===== config.mk =====
export PLATFORM = sky130hd
export DESIGN_NAME = kce_ctrl
export DESIGN_NICKNAME = d
export VERILOG_FILES = /design/src/rtl/kce_pkg.sv /design/src/rtl/kce_ctrl.sv
export VERILOG_INCLUDE_DIRS = /design/src /design/src/rtl
export SDC_FILE = /design/constraint.sdc
export NUM_CORES = 1
export LEC_CHECK = 0
export BUFFER_PORTS_ARGS = -buffer_cell sky130_fd_sc_hd__buf_2
export CAP_MARGIN = 20
export CELL_PAD_IN_SITES_DETAIL_PLACEMENT = 1
export CELL_PAD_IN_SITES_GLOBAL_PLACEMENT = 1
export CORE_MARGIN = 5
export CORE_UTILIZATION = 37
export DETAILED_ROUTE_END_ITERATION = 10
export GPL_TIMING_DRIVEN = 0
export PLACE_DENSITY = 0.89
export SLEW_MARGIN = 30
export SYNTH_ARGS = -nofsm -noshare
export SYNTH_HDL_FRONTEND = slang
export SYNTH_SLANG_ARGS = --single-unit

===== constraint.sdc =====
create_clock -name clk_i -period 2 [get_ports clk_i]
set_input_delay 0.1 -clock clk_i [delete_from_list [all_inputs] [get_ports clk_i]]
set_output_delay 0.1 -clock clk_i [all_outputs]
set_load 0.05 [all_outputs]

===== src/rtl/kmeans_cluster_engine_core_assert.svh =====
// assertion macros used by the rtl controller (kce_ctrl)
`ifndef KMEANS_CLUSTER_ENGINE_CORE_ASSERT_SVH
`define KMEANS_CLUSTER_ENGINE_CORE_ASSERT_SVH
`ifndef SYNTHESIS
`define KCE_ASSERT_IMP(lbl, ante, cons) \
  lbl: assert property (@(posedge clk_i) disable iff (!rst_ni) (ante) |-> (cons)) \
    else $error("kce assertion failed");
`define KCE_ASSERT_NXT(lbl, ante, cons) \
  lbl: assert property (@(posedge clk_i) disable iff (!rst_ni) (ante) |=> (cons)) \
    else $error("kce assertion failed");
`else
`define KCE_ASSERT_IMP(lbl, ante, cons)
`define KCE_ASSERT_NXT(lbl, ante, cons)
`endif
`endif


===== src/rtl/kce_pkg.sv =====
`default_nettype none
package kce_pkg;

  localparam logic [1:0] CFG_NUM_CLUSTERS   = 2'd0;
  localparam logic [1:0] CFG_NUM_DIMS       = 2'd1;
  localparam logic [1:0] CFG_MAX_ITERATIONS = 2'd2;

  localparam logic [4:0] RST_NUM_CLUSTERS   = 5'd2;
  localparam logic [5:0] RST_NUM_DIMS       = 6'd32;
  localparam logic [7:0] RST_MAX_ITERATIONS = 8'd10;

  typedef enum logic [4:0] {
    S_LOAD,
    S_COUNT,
    S_INIT_RD,
    S_INIT_WR,
    S_ITER,
    S_AS_RD,
    S_AS_SQ,
    S_AS_ACC,
    S_AS_WR,
    S_UP_CHK,
    S_UP_RD,
    S_UP_ACC,
    S_UP_DIV,
    S_UP_WAIT,
    S_UP_WR,
    S_EMIT_RD,
    S_EMIT
  } state_e;

  typedef enum logic [4:0] {
    OP_NONE,
    OP_LOAD,
    OP_COUNT,
    OP_INIT_START,
    OP_INIT_RD,
    OP_INIT_WR,
    OP_ITER,
    OP_AS_RD,
    OP_AS_SQ,
    OP_AS_ACC,
    OP_AS_WR,
    OP_UP_CHK,
    OP_UP_RD,
    OP_UP_ACC,
    OP_DIV_START,
    OP_UP_WR,
    OP_EMIT_START,
    OP_EMIT_RD,
    OP_EMIT_NEXT
  } op_e;

  typedef struct packed {
    logic count_done;
    logic n_zero;
    logic last_j;
    logic last_c;
    logic last_p;
    logic iter_done;
    logic cnt_zero;
    logic div_done;
  } sts_t;

endpackage
`default_nettype wire


===== src/rtl/kce_ctrl.sv =====
`default_nettype none
`include "kmeans_cluster_engine_core_assert.svh"
module kce_ctrl (
  input  wire logic          clk_i,
  input  wire logic          rst_ni,
  input  wire logic          in_valid_i,
  input  wire logic          last_of_set_i,
  input  wire logic          out_ready_i,
  input  wire kce_pkg::sts_t sts_i,
  output kce_pkg::op_e       op_o,
  output logic               in_ready_o,
  output logic               out_valid_o
);

  kce_pkg::state_e state_q, state_d;

  always_comb begin
    state_d = state_q;
    case (state_q)
      kce_pkg::S_LOAD: begin
        if (in_valid_i && last_of_set_i) state_d = kce_pkg::S_COUNT;
      end
      kce_pkg::S_COUNT: begin
        if (sts_i.count_done) begin
          state_d = sts_i.n_zero ? kce_pkg::S_LOAD : kce_pkg::S_INIT_RD;
        end
      end
      kce_pkg::S_INIT_RD: state_d = kce_pkg::S_INIT_WR;
      kce_pkg::S_INIT_WR: begin
        state_d = (sts_i.last_j && sts_i.last_c) ? kce_pkg::S_ITER : kce_pkg::S_INIT_RD;
      end
      kce_pkg::S_ITER: begin
        state_d = sts_i.iter_done ? kce_pkg::S_EMIT_RD : kce_pkg::S_AS_RD;
      end
      kce_pkg::S_AS_RD: state_d = kce_pkg::S_AS_SQ;
      kce_pkg::S_AS_SQ: state_d = kce_pkg::S_AS_ACC;
      kce_pkg::S_AS_ACC: begin
        state_d = (sts_i.last_j && sts_i.last_c) ? kce_pkg::S_AS_WR : kce_pkg::S_AS_RD;
      end
      kce_pkg::S_AS_WR: begin
        state_d = sts_i.last_p ? kce_pkg::S_UP_CHK : kce_pkg::S_AS_RD;
      end
      kce_pkg::S_UP_CHK: begin
        if (!sts_i.cnt_zero) begin
          state_d = kce_pkg::S_UP_RD;
        end else if (sts_i.last_c) begin
          state_d = kce_pkg::S_ITER;
        end
      end
      kce_pkg::S_UP_RD: state_d = kce_pkg::S_UP_ACC;
      kce_pkg::S_UP_ACC: begin
        state_d = sts_i.last_p ? kce_pkg::S_UP_DIV : kce_pkg::S_UP_RD;
      end
      kce_pkg::S_UP_DIV: state_d = kce_pkg::S_UP_WAIT;
      kce_pkg::S_UP_WAIT: begin
        if (sts_i.div_done) state_d = kce_pkg::S_UP_WR;
      end
      kce_pkg::S_UP_WR: begin
        if (!sts_i.last_j) begin
          state_d = kce_pkg::S_UP_RD;
        end else begin
          state_d = sts_i.last_c ? kce_pkg::S_ITER : kce_pkg::S_UP_CHK;
        end
      end
      kce_pkg::S_EMIT_RD: state_d = kce_pkg::S_EMIT;
      kce_pkg::S_EMIT: begin
        if (out_ready_i) state_d = sts_i.last_p ? kce_pkg::S_LOAD : kce_pkg::S_EMIT_RD;
      end
      default: state_d = kce_pkg::S_LOAD;
    endcase
  end

  always_comb begin
    op_o        = kce_pkg::OP_NONE;
    in_ready_o  = 1'b0;
    out_valid_o = 1'b0;
    case (state_q)
      kce_pkg::S_LOAD: begin
        in_ready_o = 1'b1;
        if (in_valid_i) op_o = kce_pkg::OP_LOAD;
      end
      kce_pkg::S_COUNT: begin
        if (!sts_i.count_done) begin
          op_o = kce_pkg::OP_COUNT;
        end else if (!sts_i.n_zero) begin
          op_o = kce_pkg::OP_INIT_START;
        end
      end
      kce_pkg::S_INIT_RD: op_o = kce_pkg::OP_INIT_RD;
      kce_pkg::S_INIT_WR: op_o = kce_pkg::OP_INIT_WR;
      kce_pkg::S_ITER: begin
        op_o = sts_i.iter_done ? kce_pkg::OP_EMIT_START : kce_pkg::OP_ITER;
      end
      kce_pkg::S_AS_RD:   op_o = kce_pkg::OP_AS_RD;
      kce_pkg::S_AS_SQ:   op_o = kce_pkg::OP_AS_SQ;
      kce_pkg::S_AS_ACC:  op_o = kce_pkg::OP_AS_ACC;
      kce_pkg::S_AS_WR:   op_o = kce_pkg::OP_AS_WR;
      kce_pkg::S_UP_CHK:  op_o = kce_pkg::OP_UP_CHK;
      kce_pkg::S_UP_RD:   op_o = kce_pkg::OP_UP_RD;
      kce_pkg::S_UP_ACC:  op_o = kce_pkg::OP_UP_ACC;
      kce_pkg::S_UP_DIV:  op_o = kce_pkg::OP_DIV_START;
      kce_pkg::S_UP_WAIT: op_o = kce_pkg::OP_NONE;
      kce_pkg::S_UP_WR:   op_o = kce_pkg::OP_UP_WR;
      kce_pkg::S_EMIT_RD: op_o = kce_pkg::OP_EMIT_RD;
      kce_pkg::S_EMIT: begin
        out_valid_o = 1'b1;
        if (out_ready_i) op_o = kce_pkg::OP_EMIT_NEXT;
      end
      default: op_o = kce_pkg::OP_NONE;
    endcase
  end

  always_ff @(posedge clk_i or negedge rst_ni) begin
    if (!rst_ni) begin
      state_q <= kce_pkg::S_LOAD;
    end else begin
      state_q <= state_d;
    end
  end

  `KCE_ASSERT_IMP(a_no_load_while_emit, out_valid_o, !in_ready_o)
  `KCE_ASSERT_NXT(a_final_label_frees, out_valid_o && out_ready_i && sts_i.last_p, in_ready_o)
  `KCE_ASSERT_NXT(a_empty_set_reloads, (state_q == kce_pkg::S_COUNT) && sts_i.count_done && sts_i.n_zero, in_ready_o)

endmodule
`default_nettype wire


==> results list <==
- The initial utilization of the core area, before any placement, comes to 39.88%.
- Setup slack on the worst flop-to-flop path: 0.18 ns
- For this design the ratio of total power to cell area is 1639 nW/µm².
- Mapped Nets: 124
- In this run the worst path has a maximum fanout of 9.
- The signal on the critical path passes through buf_4 > nor4_4 > buf_4 > and2_2 > nand2_1 > o21ai_2 > clkbuf_4.
- Post-CTS clock slew at the launch and capture registers of the worst setup and hold paths: 0.04 ns
- Number of I/O port buffers: 19
- Result of the run: finished clean
- Cell count after synthesis: 111
- Number of levels in the clock H-tree: 1
- Post-route setup TNS: 0 ns
* Worst Tran Pin Value: 0.4409 ns
* Final max-slew violation count: 0
- The worst path uses 98.21% of the clock period.
* Via count of the first global-routing pass: 993
- Total die area: 3187 µm²
- Cell type group with the largest total delay on the critical path: buffers and inverters
- Initial DRC Count: 29
* Type of element launching the critical path: flip-flop
- Worst-case setup margin in the final layout: 0.03574 ns
* Portion of the post-synthesis area used by sequential elements: 15.67%
- HPWL after DPL: 2108 µm
- state_q holds more flip-flops than any other register.
- Including well taps, the total number of placed cells is 157.
* ANT nets after route: 0
* Synth Cell Area: 798.3 µm²
* Main synth FF type: dfrtp_1
- The Yosys step of the flow raised 0 warnings.
- All-Layer GR Usage: 18.43%
- Destination of the worst register-to-register timing path: state_q[2]$_DFFE_PN0P_
* Number of different library cells in the post-synthesis netlist: 47
- I/O pins: 20
- Total CTS buffers: 3
- The repair_antennas step left the layout with diodes totalling 0.
- The congestion estimate from routability-driven global placement came to 0.9000.
- In the final layout, the multi-input gates occupy 594.3 µm².
- Crit. Startpoint: state_q[3]$_DFFE_PN0P_
* Worst path buffer plus inverter count: 3
* Detail-routed via count per cell: 5.933
- Final std cells w/o fill: 165
* Filler instances: 274
- Final Routed Wirelength: 2903 µm
- Worst Skew: 0.001492 ns
* Post-synthesis average cell area: 7.192 µm²
- Summed over all layers, the global routing overflow is 0.
- Clock tree from TritonCTS: yes
* IR Drop Worst-Case VDD: 1.277 mV
- Termination of the worst setup path: op_o[4]
* FF-to-FF path depth: 7
- The worst pin sits at a relative slew slack of 70.61%.
- Post-synthesis xor/xnor area fraction: 1.097%
- Counting flops and latches in the post-synthesis netlist gives 5.
- Most frequent cells in the layout: 16 x buf_2, 12 x nand2_1, 11 x a21oi_1, 9 x clkbuf_4, 7 x nand3_1
- Root Driver: clkbuf_4
* Capturing element type of the critical path: output pin
- Basic-gate share of the synthesized area counting and, or, nand and nor cells: 40.44%
* Placement Setup Slack: 0.1721 ns
* Synth-to-Final Area Change: 27.12%
- Max Root-Sink Buffers: 2
* First-pass GRT wire length: 4774 µm
- Max-capacitance violation count: 0
* Highest clock rate: 509.1 MHz
- Data arrival time of the critical path: 1.86 ns
- # setup viols final: 0
* Largest stage delay on the critical path: 0.47 ns
- Combinational family with the most area after synthesis: simple AND/OR/NAND/NOR gates
- Leading registers by flop count: state_q x5
- Slowest CP cell: dfrtp_2
- Before antenna repair, the detailed router went through 4 iterations.
* Chip Height: 56.45 µm
- Number of sinks driven by the clock tree: 5
* Flip-flop count of the largest register, all copies and words added: 5
- The most numerous cell type found on the critical path is buf_4.
- For this run, asynchronously set or reset flops after synthesis account for 100.0%.
- The region available for standard cell placement spans 2002 µm².
- Row count: 16
- Clock Latency Late Sink: 0.24 ns
- Entering global routing, the biggest net connects 11 pins.
* Number of antenna violations at the first check in global routing: 0
* Final Hold Fails: 0
- Leakage power summed over all cells: 0.0004275 µW
* Post-Synth Adder-Cell Area: 0%
- Class of the tightest hold or removal check: input port to flip-flop
- The startpoint identified for the worst register-to-register timing path is state_q[3]$_DFFE_PN0P_.
- Data on the critical path is required at its endpoint by 1.90 ns.
* DRC violation count after routing: 0
- Routed vias: 979
- In the final layout, the share of cells above drive strength 1 is 31.16%.
- Commonest non-fill, non-tap cell in the layout: buf_2
- Die Wd: 56.45 µm
- By startpoint and endpoint, the worst setup path is classified as flip-flop to output pin.
- Levels on crit path: 7
* Detail-routed net length per standard cell: 17.59 µm
- Multiplexer share of the synthesized area: 0%
- Net total in the final layout: 152
* EDFF count, synth: 0
* Period minus WS final: 1.964 ns
* Area occupied by registers: 126.4 µm²
* Synth Area in Compound Gates: 32.29%
worst min path at each step:
stage	start	to	cells after the start
detailed placement	rst_ni	state_q[1]$_DFFE_PN0P_	1
finish	out_ready_i	state_q[4]$_DFFE_PN0P_	3
global placement	rst_ni	state_q[2]$_DFFE_PN0P_	1
CTS	out_ready_i	state_q[4]$_DFFE_PN0P_	3
floorplan	rst_ni	state_q[0]$_DFFE_PN0P_	0
global route	rst_ni	state_q[0]$_DFFE_PN0P_	2
cell usage after synthesis (2+ instances only):
library cell	n	area (µm²)
buf_6	3	33.78
and2_1	2	12.51
nor2b_1	2	12.51
nand3_1	7	35.03
o22ai_1	3	18.77
o21ai_0	8	40.04
nand3b_1	2	15.01
buf_2	4	20.02
nand2b_1	5	31.28
nand4_1	2	12.51
nor2_1	5	18.77
nor3_1	2	10.01
clkbuf_1	2	7.510
dfrtp_1	5	125.1
nand2_1	12	45.04
a21oi_1	11	55.05
o2111ai_1	2	17.52
nand4b_1	2	17.52
inv_1	4	15.01
per-layer routing:
| metal | part of all wire, % | vias up | track usage [%] |
|---|---|---|---|
| li1 | - | 469 | - |
| met1 | 43 | 457 | 24.83 |
| met2 | 48 | 49 | 29.87 |
| met3 | 9.0 | 4 | 4.128 |
| met4 | 0.79 | 0 | 3.729 |
| met5 | 0 | - | 0 |
through the flow:
stage          utilization, %  area, µm²  power, µW  hold slack, ns
2_1_floorplan               -      803.3       1167         -0.1956
3_3_place_gp            46.56      932.1       1420        -0.08491
3_5_place_dp            46.56      932.1       1446        -0.07674
4_1_cts                 48.56      972.2       1585          0.1932
5_1_grt                 50.69       1015       1777          0.2159
6_report                50.69       1015       1663          0.2030
cells by family after synthesis:
| kind of cell | count (synthesis) |
|---|---|
| simple gates | 53 |
| compound gates | 38 |
| buf+inv | 14 |
| flops | 5 |
| xor+xnor | 1 |
final cells by class:
type	instances	area share, %
clock buffer	4	2.589
buffer	10	7.645
inverter	4	1.480
timing repair buffer	23	13.93
sequential	5	12.45
tap	27	3.329
multi-input combinational	92	58.57
worst register-to-register path, delay by kind of cell, from the launching register on:
family / cells / cell delay (ns)
DFF: 1 / 0.47
and+or+nand+nor: 1 / 0.25
buffers and inverters: 3 / 0.47
AOI/OAI and AO/OA: 3 / 0.51
timing repair:
item / in CTS / in global routing
cloned: 0 / 0
endpoints found under the setup margin: 2 / 5
pin swaps: 0 / 1
gates resized for setup: 2 / 9
hold endpoints to repair: 5 / 0
hold buffers: 1 / 0
buffers inserted: 0 / 3
where the power goes:
group / leakage [µW] / internal, µW / switching [µW] / total, µW
Clock: 0.0000150 / 75.3 / 39.7 / 115
Combinational: 0.000351 / 517 / 852 / 1370
Sequential: 0.0000620 / 140 / 38.8 / 179
Total: 0.000428 / 732 / 930 / 1660
No activity file was read; power rests on OpenSTA's default activity.
